### src/design/plf_pkg.sv
// Package for the PCM little-endian to float32 unpacker.
// Types, constants and the bytes-per-sample function; no dependencies.
package plf_pkg;

    typedef enum logic [1:0] {
        MODE_16 = 2'd0,
        MODE_24 = 2'd1,
        MODE_32 = 2'd2,
        MODE_64 = 2'd3
    } width_mode_t;

    localparam int ACC_W = 56;

    // Number of bytes in one sample for a width mode.
    function automatic logic [3:0] bytes_per_sample(input width_mode_t mode);
        logic [3:0] n;
        begin
            unique case (mode)
                MODE_16: n = 4'd2;
                MODE_24: n = 4'd3;
                MODE_32: n = 4'd4;
                default: n = 4'd8;
            endcase
            return n;
        end
    endfunction

endpackage

### src/design/plf_convert.sv
// Float32 conversion of a left-justified signed 64-bit sample (scaled 2^-63).
// Combinational conversion into a registered result; no package dependency.
module plf_convert (
    input  logic        aclk,
    input  logic        aresetn,
    input  logic        in_valid,
    input  logic        in_error,
    input  logic [63:0] in_raw,
    input  logic        out_ready,
    output logic        out_valid,
    output logic [32:0] out_data,   // [31:0] sample_bits, [32] error
    output logic        in_ready
);
    logic        sign;
    logic [63:0] mag;
    logic [5:0]  lead;
    logic [63:0] norm;
    logic [23:0] mant;
    logic        round_up;
    logic [24:0] mant_r;
    logic [7:0]  expo;
    logic [31:0] bits;
    logic        valid_reg;
    logic [32:0] data_reg;

    always_comb begin
        sign = in_raw[63];
        mag  = sign ? (~in_raw + 64'd1) : in_raw;
        lead = 6'd0;
        for (int i = 0; i < 64; i++) begin
            if (mag[i]) lead = 6'(i);
        end
        norm = mag << (6'd63 - lead);
        mant = norm[63:40];
        // round to nearest even on the bits below the kept 24
        round_up = norm[39] && ((|norm[38:0]) || norm[40]);
        mant_r = {1'b0, mant} + {24'd0, round_up};
        expo = 8'(lead) + 8'd64 + {7'd0, mant_r[24]};
        if (mag == 64'd0) begin
            bits = 32'd0;
        end else begin
            bits = {sign, expo, mant_r[24] ? mant_r[23:1] : mant_r[22:0]};
        end
    end

    assign in_ready  = !valid_reg || out_ready;
    assign out_valid = valid_reg;
    assign out_data  = data_reg;

    always_ff @(posedge aclk) begin
        if (!aresetn) begin
            valid_reg <= 1'b0;
        end else if (in_ready) begin
            valid_reg <= in_valid;
        end
    end

    always_ff @(posedge aclk) begin
        if (in_ready && in_valid) begin
            data_reg <= in_error ? {1'b1, 32'd0} : {1'b0, bits};
        end
    end
endmodule

### src/design/pcm_le_to_float_unpacker.sv
// Top level of the PCM little-endian to float32 unpacker.
// Depends on plf_pkg and plf_convert.
//
// Usage: bytes enter on the s_axis channel, one per beat, tdata = data_byte,
// tlast marks the final byte of a buffer. Results leave on m_axis with
// tdata = sample_bits and tuser = error. The sample width mode is written on
// the cfg channel (cfg_valid/cfg_ready/cfg_data), only while idle; a write
// drops any partial sample.
// Throughput: one byte per cycle while the receiver does not stall. Bytes are
// gathered in an accumulator; the beat that completes a sample (or ends a ragged
// buffer) is captured in an input register, converted by the leading-one search,
// shift and rounding between that register and the result register, which drives
// m_axis_tvalid.
// Reset clears the mode to 16 bits, the accumulator, count and all valids.
// When the receiver stalls, the result and input registers fill and
// s_axis_tready drops until m_axis_tready returns; no beat is lost.
module pcm_le_to_float_unpacker (
    input  logic        aclk,
    input  logic        aresetn,
    input  logic        cfg_valid,
    output logic        cfg_ready,
    input  logic [1:0]  cfg_data,          // sample_width_mode
    input  logic        s_axis_tvalid,
    output logic        s_axis_tready,
    input  logic [7:0]  s_axis_tdata,      // [7:0] data_byte
    input  logic        s_axis_tlast,      // end_of_buffer
    output logic        m_axis_tvalid,
    input  logic        m_axis_tready,
    output logic [31:0] m_axis_tdata,      // [31:0] sample_bits
    output logic [0:0]  m_axis_tuser       // [0] error
);
    plf_pkg::width_mode_t mode_reg;
    logic [plf_pkg::ACC_W-1:0] acc_reg, acc_next;
    logic [2:0]  count_reg, count_next;
    logic        seen_reg, seen_next;
    logic        stage_valid_reg;
    logic        stage_error_reg;
    logic [63:0] stage_raw_reg;
    logic        stage_ready;
    logic        take;
    logic        complete;
    logic        emit;
    logic        emit_error;
    logic [3:0]  size;
    logic [63:0] full;
    logic [63:0] raw;
    logic [32:0] conv_data;

    assign cfg_ready     = 1'b1;
    assign s_axis_tready = !stage_valid_reg || stage_ready;
    assign take          = s_axis_tvalid && s_axis_tready;
    assign size          = plf_pkg::bytes_per_sample(mode_reg);

    always_comb begin
        complete   = ({1'b0, count_reg} + 4'd1) >= size;
        full       = {8'd0, acc_reg} | ({56'd0, s_axis_tdata} << {count_reg, 3'b000});
        raw        = full << (7'd64 - {size, 3'b000});
        acc_next   = acc_reg;
        count_next = count_reg;
        seen_next  = seen_reg;
        emit_error = 1'b0;
        if (complete) begin
            acc_next   = '0;
            count_next = 3'd0;
            seen_next  = 1'b1;
        end else begin
            acc_next   = full[plf_pkg::ACC_W-1:0];
            count_next = count_reg + 3'd1;
        end
        if (s_axis_tlast) begin
            emit_error = (count_next != 3'd0) && seen_next;
            acc_next   = '0;
            count_next = 3'd0;
            seen_next  = 1'b0;
        end
        emit = complete || emit_error;
    end

    always_ff @(posedge aclk) begin
        if (!aresetn) begin
            mode_reg  <= plf_pkg::MODE_16;
            acc_reg   <= '0;
            count_reg <= 3'd0;
            seen_reg  <= 1'b0;
        end else if (cfg_valid) begin
            mode_reg  <= plf_pkg::width_mode_t'(cfg_data);
            acc_reg   <= '0;
            count_reg <= 3'd0;
        end else if (take) begin
            acc_reg   <= acc_next;
            count_reg <= count_next;
            seen_reg  <= seen_next;
        end
    end

    always_ff @(posedge aclk) begin
        if (!aresetn) begin
            stage_valid_reg <= 1'b0;
        end else if (s_axis_tready) begin
            stage_valid_reg <= take && emit;
        end
    end

    always_ff @(posedge aclk) begin
        if (take) begin
            stage_error_reg <= emit_error;
            stage_raw_reg   <= raw;
        end
    end

    plf_convert u_convert (
        .aclk      (aclk),
        .aresetn   (aresetn),
        .in_valid  (stage_valid_reg),
        .in_error  (stage_error_reg),
        .in_raw    (stage_raw_reg),
        .out_ready (m_axis_tready),
        .out_valid (m_axis_tvalid),
        .out_data  (conv_data),
        .in_ready  (stage_ready)
    );

    assign m_axis_tdata = conv_data[31:0];
    assign m_axis_tuser = conv_data[32:32];

    a_count_range: assert property (@(posedge aclk) disable iff (!aresetn)
        ({1'b0, count_reg} < size) || $past(cfg_valid))
        else $error("byte count reached sample size");
    a_last_clears: assert property (@(posedge aclk) disable iff (!aresetn)
        take && s_axis_tlast && !cfg_valid |=> count_reg == 3'd0 && !seen_reg)
        else $error("buffer end did not clear state");
    a_error_zero: assert property (@(posedge aclk) disable iff (!aresetn)
        m_axis_tvalid && m_axis_tuser[0] |-> m_axis_tdata == 32'd0)
        else $error("error result carries data");
    a_cfg_clears: assert property (@(posedge aclk) disable iff (!aresetn)
        cfg_valid |=> count_reg == 3'd0)
        else $error("mode write kept partial sample");
endmodule

### config.mk
export PLATFORM = sky130hd
export DESIGN_NAME = pcm_le_to_float_unpacker
export DESIGN_NICKNAME = d
export VERILOG_FILES = /design/src/design/plf_pkg.sv /design/src/design/plf_convert.sv /design/src/design/pcm_le_to_float_unpacker.sv
export SDC_FILE = /design/constraint.sdc
export NUM_CORES = 1
export LEC_CHECK = 0
export ABC_AREA = 1
export BUFFER_PORTS_ARGS = -buffer_cell sky130_fd_sc_hd__buf_2
export CAP_MARGIN = 20
export CORE_ASPECT_RATIO = 0.6
export CORE_MARGIN = 4
export CORE_UTILIZATION = 64
export CTS_CLUSTER_DIAMETER = 100
export CTS_CLUSTER_SIZE = 8
export DETAILED_ROUTE_END_ITERATION = 8
export PLACE_DENSITY_LB_ADDON = 0.05
export SKIP_CTS_REPAIR_TIMING = 1
export SYNTH_ARGS = -nofsm -noshare
export SYNTH_HDL_FRONTEND = slang
export SYNTH_SLANG_ARGS = --single-unit
### constraint.sdc
create_clock -name aclk -period 9.45 [get_ports aclk]
set_input_delay 1.4175 -clock aclk [delete_from_list [all_inputs] [get_ports aclk]]
set_output_delay 1.4175 -clock aclk [all_outputs]
set_load 0.1 [all_outputs]
==> impl_metrics.py <==
metrics = {
    "synthesis": {
        "synth_nets": 2249,
        "synth-edff-count": 98,
        "syn_area_per_cell_um2": 6.334,
        "yosysSeqAreaShare": 0.2998,
        "synth_compound_area_frac": 0.1211,
        "synthAdderAreaFrac": 0.007994,
        "ys_warn_count": 0,
        "muxShareOfSynthArea": 0.001421,
        "synth_xor_area_frac": 0.03952,
        "syn_area_mm2": 0.01409,
        "ys_ff_latch": 162,
        "synthCells": 2224,
        "async_flop_share": 0,
        "synth_top_family_by_area": "simple AND/OR/NAND/NOR gates",
        "synth-simple-area-share": 0.4349,
        "yosysUniqueCellTypes": 57,
        "synthFlopType": "edfxtp_1",
    },
    "worst_hold_path": {
        "worstHoldEndpoint": "acc_reg[27]$_SDFFE_PP0P_",
        "hold_depth": 2,
        "hold_path.class": "reg2reg",
        "hp-start": "acc_reg[27]$_SDFFE_PP0P_",
    },
    "final_layout": {
        "fin_nets": 2231,
        "final_cell_mix": "551 x nand2_1, 436 x nand3_1, 193 x nor2_1",
        "drive_above_1_share": 0.09374,
        "final_common_cell": "nand2_1",
        "stdcell_area_mm2": 0.01518,
        "area_delta_synth_final_pct": 7.736,
        "largest_reg_flops": 64,
        "diodes": 0,
        "layoutNonFillerInstCount": 2498,
        "fin_util": 0.7112,
    },
    "worst_setup_path": {
        "cp_top_family": "simple AND/OR/NAND/NOR gates",
        "critPathBufInv": 4,
        "arrival_ns": 8.70,
        "path_max_fanout": 22,
        "worstSetupPathType": "reg2reg",
        "rr_endpoint": "u_convert.out_data[27]$_SDFFCE_PP0P_",
        "reg2reg_depth": 62,
        "cp_data_required_time_ns": 9.63,
        "start_kind": "flip-flop",
        "cp_slowest_cell": "edfxtp_1",
        "cpPeakStageDelay_ns": 0.43,
        "ff2ff_setup_slack_ns": 0.93,
        "path_common_cell": "nand2_1",
        "cp-end-kind": "flip-flop",
        "reg2reg_from": "stage_raw_reg[3]$_SDFFCE_PP0P_",
    },
    "run_status": {
        "status": "finished clean",
    },
    "placement": {
        "gp_congestion": 1.050,
        "place_inst": 2457,
        "dpl.hpwl_um": 36770,
        "dp_slack_ns": 0.4785,
        "io_buffers": 50,
        "place_area_mm2": 0.01436,
    },
    "clock_network": {
        "cts.sinks": 162,
        "ctsHtreeMaxLevel": 4,
        "clockBufferDepth": 2,
        "cts_tree": "yes",
        "clkTransAtPathRegs_ns": 0.07,
        "cts_buffers": 17,
        "clkLatencyLatePin_ns": 0.44,
        "cts_root_buf": "clkbuf_16",
    },
    "global_routing": {
        "grt_antenna_before_repair": 4,
        "grt_pass1_vias": 14260,
        "gr-usage-all-layers": 0.3983,
        "grt_max_degree": 80,
        "grt_overflow_total": 0,
        "grt_pass1_wl_um": 76560,
    },
    "route": {
        "initialDrtViolationCount": 3022,
        "wl_um": 50400,
        "wl_per_cell_um": 20.17,
        "num_vias": 16350,
        "via_per_inst": 6.545,
        "first_pass_iters": 9,
        "drtAntennaViolNets": 0,
        "drc_errors": 0,
    },
    "timing": {
        "setup_ws_ns": 0.9286,
        "grt_setup_unrepaired": "true",
        "finalSetupViolCount": 0,
        "hold_viol_final": 0,
        "max_freq_ghz": 0.1174,
        "slew_violations": 0,
        "min_period_over_period": 0.9017,
        "fin_setup_tns_ns": 0,
        "fin_skew_ns": 0.008321,
        "maxSlewHeadroom": 0.1986,
        "tightestPinTransition_ns": 1.198,
        "timing.hold.ws_ns": 0.4670,
        "period_needed_ns": 8.521,
    },
    "die": {
        "die_x_um": 199.5,
        "die_area_mm2": 0.02453,
        "core_area_mm2": 0.02134,
        "rows": 41,
        "ioPinCount": 52,
        "initial_utilization": 0.6601,
        "fp.dieH_um": 122.9,
    },
    "power": {
        "finalPower_mw": 2.324,
        "p_per_area_mw_per_mm2": 153.1,
        "ir_drop_mv": 0.1347,
        "power_leakage_nw": 6.734,
    },
    "run": {
        "drv_cap": 0,
    },
}
per-layer routing:
metal	part of all wire	vias up	track usage
li1	-	7492	-
met1	0.41	7385	0.6006
met2	0.38	1306	0.5447
met3	0.18	158	0.1541
met4	0.021	8	0.06319
met5	0.0027	-	0.03292
area by class of cell:
class                   count  area (um2)
clock buffers              25       500.5
clock inverters             7       48.80
fillers                  1811        6163
inverters                 208       788.3
multi-input cells        1736        8732
flip-flops and latches    162        4224
well taps                 279       349.1
repair buffers             81       534.3
Yosys cell counts, drive strengths merged, types with 13 or more instances:
cell,count,area share
o21ai,61,0.022
dfxtp,64,0.091
a21oi,122,0.043
o211ai,24,0.013
inv,203,0.054
nor2,213,0.060
o22ai,18,0.0080
or2,13,0.0058
buf,53,0.021
nand4,34,0.016
clkbuf,69,0.018
edfxtp,98,0.21
nand2,563,0.15
nor3,96,0.037
xor2,50,0.033
nand3,438,0.16
a21o,16,0.0085
report_power, final:
part           internal (mW)  switching (mW)  leakage, nW
sequential             0.783          0.0235         1.49
clock                  0.371           0.313        0.275
combinational          0.225           0.609         4.97
worst max path at each step:
stage                              startpoint  slack [ns]  depth (start not counted)                              endpoint
2_1_floorplan  stage_raw_reg[3]$_SDFFCE_PP0P_        2.35                         54  u_convert.out_data[27]$_SDFFCE_PP0P_
3_3_place_gp   stage_raw_reg[3]$_SDFFCE_PP0P_        0.87                         63  u_convert.out_data[27]$_SDFFCE_PP0P_
3_5_place_dp   stage_raw_reg[3]$_SDFFCE_PP0P_        0.48                         61  u_convert.out_data[27]$_SDFFCE_PP0P_
4_1_cts        stage_raw_reg[3]$_SDFFCE_PP0P_        0.46                         61  u_convert.out_data[27]$_SDFFCE_PP0P_
5_1_grt        stage_raw_reg[3]$_SDFFCE_PP0P_       -0.07                         63  u_convert.out_data[27]$_SDFFCE_PP0P_
6_report       stage_raw_reg[3]$_SDFFCE_PP0P_        0.93                         62  u_convert.out_data[27]$_SDFFCE_PP0P_
logic make-up (layout without fill, tap and decap cells):
kind of cell	Yosys count	count (layout)
compound gates	287	287
xor+xnor	61	61
fa+ha+maj	9	9
buf+inv	330	321
flops	162	162
mux	2	2
other cells	1	1
simple gates	1372	1376
worst reg2reg max path: cells and delay by family (launching register included):
kind | cells | cell delay (ns)
simple gates | 53 | 6.54
buf+inv | 4 | 0.46
xor+xnor | 1 | 0.19
flops | 1 | 0.43
compound gates | 1 | 0.06
fa+ha+maj | 3 | 0.63
No activity file was read; power rests on OpenSTA's default activity.
